### config.mk
export PLATFORM = sky130hd
export DESIGN_NAME = multi_motor_pendulum_sequencer_unit
export DESIGN_NICKNAME = d
export VERILOG_FILES = /design/src/mmps_pkg.sv /design/src/multi_motor_pendulum_sequencer_unit.sv
export SDC_FILE = /design/constraint.sdc
export NUM_CORES = 2
export LEC_CHECK = 0
export ABC_AREA = 1
export BUFFER_PORTS_ARGS = -buffer_cell sky130_fd_sc_hd__buf_4
export CAP_MARGIN = 20
export CORE_MARGIN = 2
export CORE_UTILIZATION = 54
export CTS_CLUSTER_SIZE = 12
export DETAILED_ROUTE_END_ITERATION = 16
export PLACE_DENSITY = 0.74
export SYNTH_ARGS = -nofsm -noshare
export SYNTH_HDL_FRONTEND = slang
export SYNTH_SLANG_ARGS = --single-unit
### constraint.sdc
create_clock -name clk_i -period 11 [get_ports clk_i]
set_input_delay 0.55 -clock clk_i [delete_from_list [all_inputs] [get_ports clk_i]]
set_output_delay 0.55 -clock clk_i [all_outputs]
set_load 0.03 [all_outputs]
### src/mmps_pkg.sv
// shared constants for the multi motor pendulum sequencer
// no dependencies
`timescale 1ns / 1ps
`default_nettype none
package mmps_pkg;
  localparam int unsigned MotorCount = 4;
  localparam int unsigned MotorW = (MotorCount > 1) ? $clog2(MotorCount) : 1;
  localparam logic [10:0] IdBase = 11'h140;
  localparam logic [7:0] OpMove = 8'hA4;
  localparam logic [7:0] OpAngle = 8'h92;
  localparam logic [7:0] OpState2 = 8'h9C;
  localparam logic [7:0] OpStatus = 8'h9A;
  localparam logic [31:0] ArriveTimeoutMs = 32'd6000;
  localparam logic [31:0] FastPollMs = 32'd100;
  localparam logic [31:0] StatusPollMs = 32'd3000;
  localparam logic [1:0] RegAmplitude = 2'd0;
  localparam logic [1:0] RegSpeedLimit = 2'd1;
  localparam logic [1:0] RegStagger = 2'd2;
endpackage
`default_nettype wire

### src/multi_motor_pendulum_sequencer_unit.sv
// multi motor pendulum sequencer: motor sweep, arrival check, polls
// depends on mmps_pkg
//
// channel   dir  handshake          payload
// s_axis    in   s_axis_t*          tdata {frame_data,frame_id}, tuser kind
// m_axis    out  m_axis_t*          tdata {cmd_data,cmd_id}, tlast last_of_run
// cfg       in   cfg_valid/ready    index, data
// a tick takes MotorCount motor steps, 3 poll steps and one flush step, one step
// per cycle unless the output stalls; a frame is handled in the idle state.
// a step that has to push a beat while the output register is held waits until
// the output drains. reset clears motor state (each motor starts high) and the time count.
`timescale 1ns / 1ps
`default_nettype none
module multi_motor_pendulum_sequencer_unit (
  input  wire         clk_i,
  input  wire         rst_ni,
  input  wire         s_axis_tvalid,
  output logic        s_axis_tready,
  input  wire  [79:0] s_axis_tdata,  // frame_id[10:0], frame_data[74:11], pad
  input  wire         s_axis_tuser,  // kind
  output logic        m_axis_tvalid,
  input  wire         m_axis_tready,
  output logic [79:0] m_axis_tdata,  // cmd_id[10:0], cmd_data[74:11], pad
  output logic        m_axis_tlast,  // last_of_run
  input  wire         cfg_valid,
  output logic        cfg_ready,
  input  wire  [1:0]  cfg_index,
  input  wire  [19:0] cfg_data
);
  import mmps_pkg::*;

  localparam logic [1:0] StIdle = 2'd0, StMotor = 2'd1, StPoll = 2'd2, StDone = 2'd3;

  logic [1:0] st_q;
  logic [MotorW-1:0] mi_q;
  logic [1:0] pi_q;
  logic [19:0] amp_q;
  logic [15:0] spd_lim_q, stag_q;
  logic [31:0] now_q, delay_q;
  logic [MotorCount-1:0] started_q, high_q, wait_q, rts_q;
  logic [31:0] mstart_q [MotorCount];
  logic [31:0] due_q [MotorCount];
  logic [31:0] tgt_q [MotorCount];
  logic [31:0] act_q [MotorCount];
  logic [15:0] mspd_q [MotorCount];
  logic [MotorW-1:0] cur_q [3];
  logic [31:0] plast_q [3];
  logic [74:0] pend_q;       // last produced beat, held until a later one or end
  logic pend_v_q;
  logic out_v_q, out_last_q;
  logic [74:0] out_q;

  wire in_fire = s_axis_tvalid && s_axis_tready;
  wire [10:0] f_id = s_axis_tdata[10:0];
  wire [63:0] f_dat = s_axis_tdata[74:11];
  // output register can take a beat
  wire out_free = !out_v_q || m_axis_tready;

  assign s_axis_tready = (st_q == StIdle) && !pend_v_q;
  assign cfg_ready = (st_q == StIdle);
  assign m_axis_tvalid = out_v_q;
  assign m_axis_tdata = {5'd0, out_q};
  assign m_axis_tlast = out_last_q;

  // frame decode
  wire [11:0] idx_w = {1'b0, f_id} - {1'b0, IdBase} - 12'd1;
  wire id_ok = (f_id > IdBase) && ({1'b0, f_id} <= {1'b0, IdBase} + 12'(MotorCount));
  wire [55:0] raw = f_dat[63:8];
  logic [31:0] ang_sat;
  always_comb begin
    if (raw[55]) ang_sat = (&raw[55:31]) ? raw[31:0] : 32'h8000_0000;
    else ang_sat = (|raw[55:31]) ? 32'h7FFF_FFFF : raw[31:0];
  end

  // one motor step, shared across motors
  wire [31:0] amp32 = {12'd0, amp_q};
  wire [31:0] tgt_new = high_q[mi_q] ? amp32 : (32'd0 - amp32);
  wire [74:0] move_beat = {tgt_new, spd_lim_q, 8'd0, OpMove,
                           IdBase + 11'(mi_q) + 11'd1};
  wire [32:0] pdiff = {act_q[mi_q][31], act_q[mi_q]} - {tgt_q[mi_q][31], tgt_q[mi_q]};
  wire close = ($signed(pdiff) < 33'sd500) && ($signed(pdiff) > -33'sd500);
  wire slow = ($signed(mspd_q[mi_q]) < 16'sd15) && ($signed(mspd_q[mi_q]) > -16'sd15);
  wire late = (now_q - mstart_q[mi_q]) > ArriveTimeoutMs;
  wire start_go = !started_q[mi_q] && (now_q > delay_q);
  wire rts_go = started_q[mi_q] && rts_q[mi_q] && (now_q >= due_q[mi_q]);
  wire arrive = started_q[mi_q] && !rts_q[mi_q] && wait_q[mi_q] && ((close && slow) || late);

  logic [7:0] p_op;
  logic [31:0] p_gap;
  always_comb begin
    unique case (pi_q)
      2'd0: begin p_op = OpAngle; p_gap = FastPollMs; end
      2'd1: begin p_op = OpState2; p_gap = FastPollMs; end
      default: begin p_op = OpStatus; p_gap = StatusPollMs; end
    endcase
  end
  wire p_go = (now_q - plast_q[pi_q]) > p_gap;
  wire [74:0] poll_beat = {56'd0, p_op, IdBase + 11'(cur_q[pi_q]) + 11'd1};

  wire mk = (st_q == StMotor) && (start_go || rts_go);
  wire pk = (st_q == StPoll) && p_go;
  wire emit = mk || pk;
  // a new beat pushes the pending one out; stall if output is full
  wire step_en = !(emit && pend_v_q && !out_free) &&
                 !((st_q == StDone) && pend_v_q && !out_free);
  wire push = step_en && pend_v_q && (emit || st_q == StDone);

  always_ff @(posedge clk_i or negedge rst_ni) begin
    if (!rst_ni) begin
      st_q <= StIdle; mi_q <= '0; pi_q <= '0;
      amp_q <= 20'd17000; spd_lim_q <= 16'd210; stag_q <= '0;
      now_q <= '0; delay_q <= '0;
      started_q <= '0; high_q <= '1; wait_q <= '0; rts_q <= '0;
      pend_v_q <= 1'b0; out_v_q <= 1'b0; out_last_q <= 1'b0;
      pend_q <= '0; out_q <= '0;
      for (int k = 0; k < MotorCount; k++) begin
        mstart_q[k] <= '0; due_q[k] <= '0; tgt_q[k] <= '0;
        act_q[k] <= '0; mspd_q[k] <= '0;
      end
      for (int k = 0; k < 3; k++) begin
        cur_q[k] <= '0; plast_q[k] <= '0;
      end
    end else begin
      if (cfg_valid && cfg_ready) begin
        unique case (cfg_index)
          RegAmplitude: amp_q <= cfg_data;
          RegSpeedLimit: spd_lim_q <= cfg_data[15:0];
          RegStagger: stag_q <= cfg_data[15:0];
          default: ;
        endcase
      end
      unique case (st_q)
        StIdle: if (in_fire) begin
          if (!s_axis_tuser) begin
            now_q <= now_q + 32'd1; mi_q <= '0; delay_q <= '0; st_q <= StMotor;
          end else if (id_ok) begin
            if (f_dat[7:0] == OpAngle) act_q[idx_w[MotorW-1:0]] <= ang_sat;
            else if (f_dat[7:0] == OpMove || f_dat[7:0] == OpState2)
              mspd_q[idx_w[MotorW-1:0]] <= f_dat[47:32];
          end
        end
        StMotor: if (step_en) begin
          if (start_go) started_q[mi_q] <= 1'b1;
          if (rts_go) rts_q[mi_q] <= 1'b0;
          if (start_go || rts_go) begin
            tgt_q[mi_q] <= tgt_new; mstart_q[mi_q] <= now_q; wait_q[mi_q] <= 1'b1;
          end
          if (arrive) begin
            wait_q[mi_q] <= 1'b0; high_q[mi_q] <= !high_q[mi_q];
            rts_q[mi_q] <= 1'b1; due_q[mi_q] <= now_q + delay_q;
          end
          delay_q <= delay_q + {16'd0, stag_q};
          if (32'(mi_q) == MotorCount - 1) begin
            st_q <= StPoll; pi_q <= '0;
          end else mi_q <= mi_q + 1'b1;
        end
        StPoll: if (step_en) begin
          if (p_go) begin
            cur_q[pi_q] <= (32'(cur_q[pi_q]) == MotorCount - 1) ? '0 : cur_q[pi_q] + 1'b1;
            plast_q[pi_q] <= now_q;
          end
          if (pi_q == 2'd2) st_q <= StDone;
          else pi_q <= pi_q + 2'd1;
        end
        default: if (step_en) st_q <= StIdle;
      endcase
      if (push) begin
        out_q <= pend_q; out_v_q <= 1'b1; out_last_q <= (st_q == StDone);
      end else if (m_axis_tready) begin
        out_v_q <= 1'b0;
      end
      if (step_en && emit) begin
        pend_q <= mk ? move_beat : poll_beat; pend_v_q <= 1'b1;
      end else if (push) begin
        pend_v_q <= 1'b0;
      end
    end
  end

`ifndef NO_ASSERTIONS
  a_no_in_busy: assert property (@(posedge clk_i) disable iff (!rst_ni)
    (st_q != StIdle) |-> !s_axis_tready) else $error("input taken while busy");
  a_pend_idle: assert property (@(posedge clk_i) disable iff (!rst_ni)
    (st_q == StIdle) |-> !pend_v_q) else $error("pending beat left in idle");
  a_hold: assert property (@(posedge clk_i) disable iff (!rst_ni)
    (m_axis_tvalid && !m_axis_tready) |=> m_axis_tvalid) else $error("beat dropped");
`endif
endmodule
`default_nettype wire

==> impl_metrics.toml <==
[critical_path]
worstSetupStartpointType = "register"
path_delay_family = "buffers and inverters"
cp_max_fo = 65
cp.required_ps = 11580
crit_path_end_kind = "register"
critical_path_class = "reg -> reg"
worst_path_largest_cell_delay_ps = 650
regToRegSetupSlack_ps = 3830
cpMaxStageDelayCell = "buf_4"
path_common_cell = "nand2_1"
cp.buffers_inverters = 6
crit_arrival_ps = 7740

[clock_network]
cts-buffers-inserted = 94
cts_resized = 0
cts_sinks = 867
cts_root_buf = "clkbuf_16"
clk_pin_slew_ps = 60
cts_tree = "built"
post_cts_buffers = 0
cts.path.max_buffers = 3
insertion_delay_ps = 670
cts_max_level = 3

[finish]
fill_cells = 8444
syn_to_final_growth_pct = 9.87
seq_area_um2 = 21700
instances_no_fill = 8113
nNetsFinal = 7131
drive_above_1_share_pct = 6.62
multi_input_area_um2 = 24400
diodes = 0

[pwr]
p_int_mw = 5.16
power.density_nw_per_um2 = 121
p_leak_nw = 28.5
p_seq_share_pct = 48.6
power_frac_comb_pct = 4.5
peakVddDrop_v = 0.000138
switching_share_pct = 23.2
p_clk_share_pct = 46.9
p_switching_mw = 1.56

[yosys]
avgSynthCellArea_um2 = 7.44
yosysSeqAreaShare_pct = 43.0
yosys.area.top_type = "dfrtp_1"
syn_inst = 6784
synth_most_common_cell = "nand2_1"
synthTopCellsByArea = "dfrtp_1, nand2_1, o21ai_0, ha_1, inv_1"
synth_top_area_share_pct = 42.3
synth_warnings = 0
ys_ff_latch = 867
synth_edf_count = 0
synth_ff_type = "dfrtp_1"
ys_async_sr_fraction_pct = 100
synth_area_um2 = 50500
synth.distinct_cells = 66
synth_common_cells = "nand2_1, dfrtp_1, o21ai_0"

[detailed_routing]
drt_iter0_markers = 4208
drc = 0
ant_nets = 0
avgRoutedWirePerCell_um = 17.8
avgViaCountPerCell = 5.61
detail_route.first_pass.iterations = 7
wl_mm = 144
num_vias = 45474

[global_route]
grt_pass1_vias = 43127
antenna_found_initial = 1
grt_max_degree = 178
gr-total-overflow = 0
track_usage_pct = 30.3
grt_use_met1_pct = 41.0
grt_pass1_wl_mm = 233
grt_busiest_layer = "met2"
grtUsageMet2_pct = 49.5
use_met3_pct = 4.04

[placed_design]
dp_hpwl_mm = 98.1
routabilityCongestion = 0.964
placedCellCount = 7942
port-buffer-count = 165

[floorplanning]
die_y_um = 310
dieArea_um2 = 95900
start_util_pct = 54.3
io_pins = 192
num_rows = 112
die_w_um = 310
core_um2 = 92900

[timing]
finalSetupTns_ps = 0
min_period_ps = 7170
fin_skew_ps = 30.3
drv_slew = 0
max_freq_mhz = 140
maxSlewHeadroom_pct = 31.4
grt_setup_unrepaired = "no"
finalCritPeriodShare_pct = 65.2
report.final.hold_viol_count = 0
setup_viol = 0
tightestPinTransition_ps = 1030

[hold_path]
hold_class = "in -> reg"

[job]
max_cap_violations = 0

[run_status]
outcome = "complete, no violations"
[state kept, by name, summed over array words and instances (netlist names), 16 cells and up]
register   flops
stag_q        16
mstart_q     128
tgt_q         84
plast_q       96
now_q         32
spd_lim_q     16
out_q         46
amp_q         20
due_q        128
mspd_q        64
pend_q        46
delay_q       32
act_q        128
[path summary, 6_finish.rpt]
| path | cells after the start | to | startpoint |
|---|---|---|---|
| max | 29 | due_q[54] | pi_q[0] |
| min | 2 | amp_q[19] | cfg_data[19] |
| max reg2reg | 29 | due_q[54] | pi_q[0] |
| min reg2reg | 2 | pend_q[18] | pend_q[18] |
| max in group asynchronous | 4 | mstart_q[77] | rst_ni |
| min in group asynchronous | 2 | pend_q[55] | rst_ni |
[cells in the final DEF (no fill, tap or decap), types with 9 or more instances in the layout]
cell type / instances
nand4_1: 56
dfrtp_1: 852
a32o_1: 43
inv_1: 722
xnor2_1: 28
o22ai_1: 42
o21a_1: 9
nor2_2: 9
buf_4: 234
clkbuf_8: 18
nor3_1: 56
nand3b_1: 12
nor2_1: 455
o21bai_1: 17
a21oi_1: 433
nand2_1: 1948
clkbuf_16: 96
o21ai_0: 849
clkinv_2: 15
dfstp_2: 13
clkbuf_1: 27
conb_1: 21
xor2_1: 99
nand2_2: 15
o21ai_1: 61
a21o_1: 12
a22oi_1: 29
nand3_1: 308
nor4_1: 26
ha_1: 229
[logic make-up after synthesis]
family	Yosys count	share of synthesized area (%)
adders and majority gates	234	5.88
other	1	0.00743
DFF	867	43.0
buffers and inverters	1090	8.84
and+or+nand+nor	2919	23.5
AOI/OAI and AO/OA	1542	16.4
muxes	4	0.0893
xor gates and xnor gates	127	2.20
[through the flow]
step / util, % / area (um2) / hold WS (ps) / worst slack, ps / total power [mW]
floorplan: - / 50500 / 254 / 5850 / 3.47
global placement: 56.3 / 52300 / 438 / 4030 / 3.62
detailed placement: 56.3 / 52300 / 448 / 4050 / 3.63
CTS: 59.6 / 55400 / 94.5 / 3990 / 6.77
global route: 59.7 / 55400 / 109 / 3400 / 6.94
finish: 59.7 / 55400 / 129 / 3830 / 6.72
[cell type report]
type	instances	area share [%]
repair buffers	247	3.56
flip-flops and latches	867	39.2
clock buffers	141	4.96
inverters	732	4.98
multi-input cells	4847	44.0
well taps	1254	2.83
clock inverters	25	0.526
[routing by layer]
| layer | wire length [um] | vias up | part of all wire [%] |
|---|---|---|---|
| li1 | - | 22007 | - |
| met5 | 0 | - | 0 |
| met3 | 8750 | 287 | 6.1 |
| met2 | 66800 | 1459 | 46 |
| met1 | 62700 | 21721 | 44 |
| met4 | 5800 | 0 | 4.0 |
[power groups by stage]
stage / clock network [mW] / logic, mW / registers [mW]
global placement: 0 / 0.297 / 3.32
floorplan: 0 / 0.155 / 3.31
CTS: 3.19 / 0.305 / 3.27
detailed placement: 0 / 0.303 / 3.32
finish: 3.15 / 0.302 / 3.27
global route: 3.32 / 0.344 / 3.27
[repair_timing]
action	in CTS	in global routing
setup endpoints to repair	0	0
hold buffers	1	0
hold endpoints to repair	80	0
Note: power is estimated with default switching activity, not from simulation.
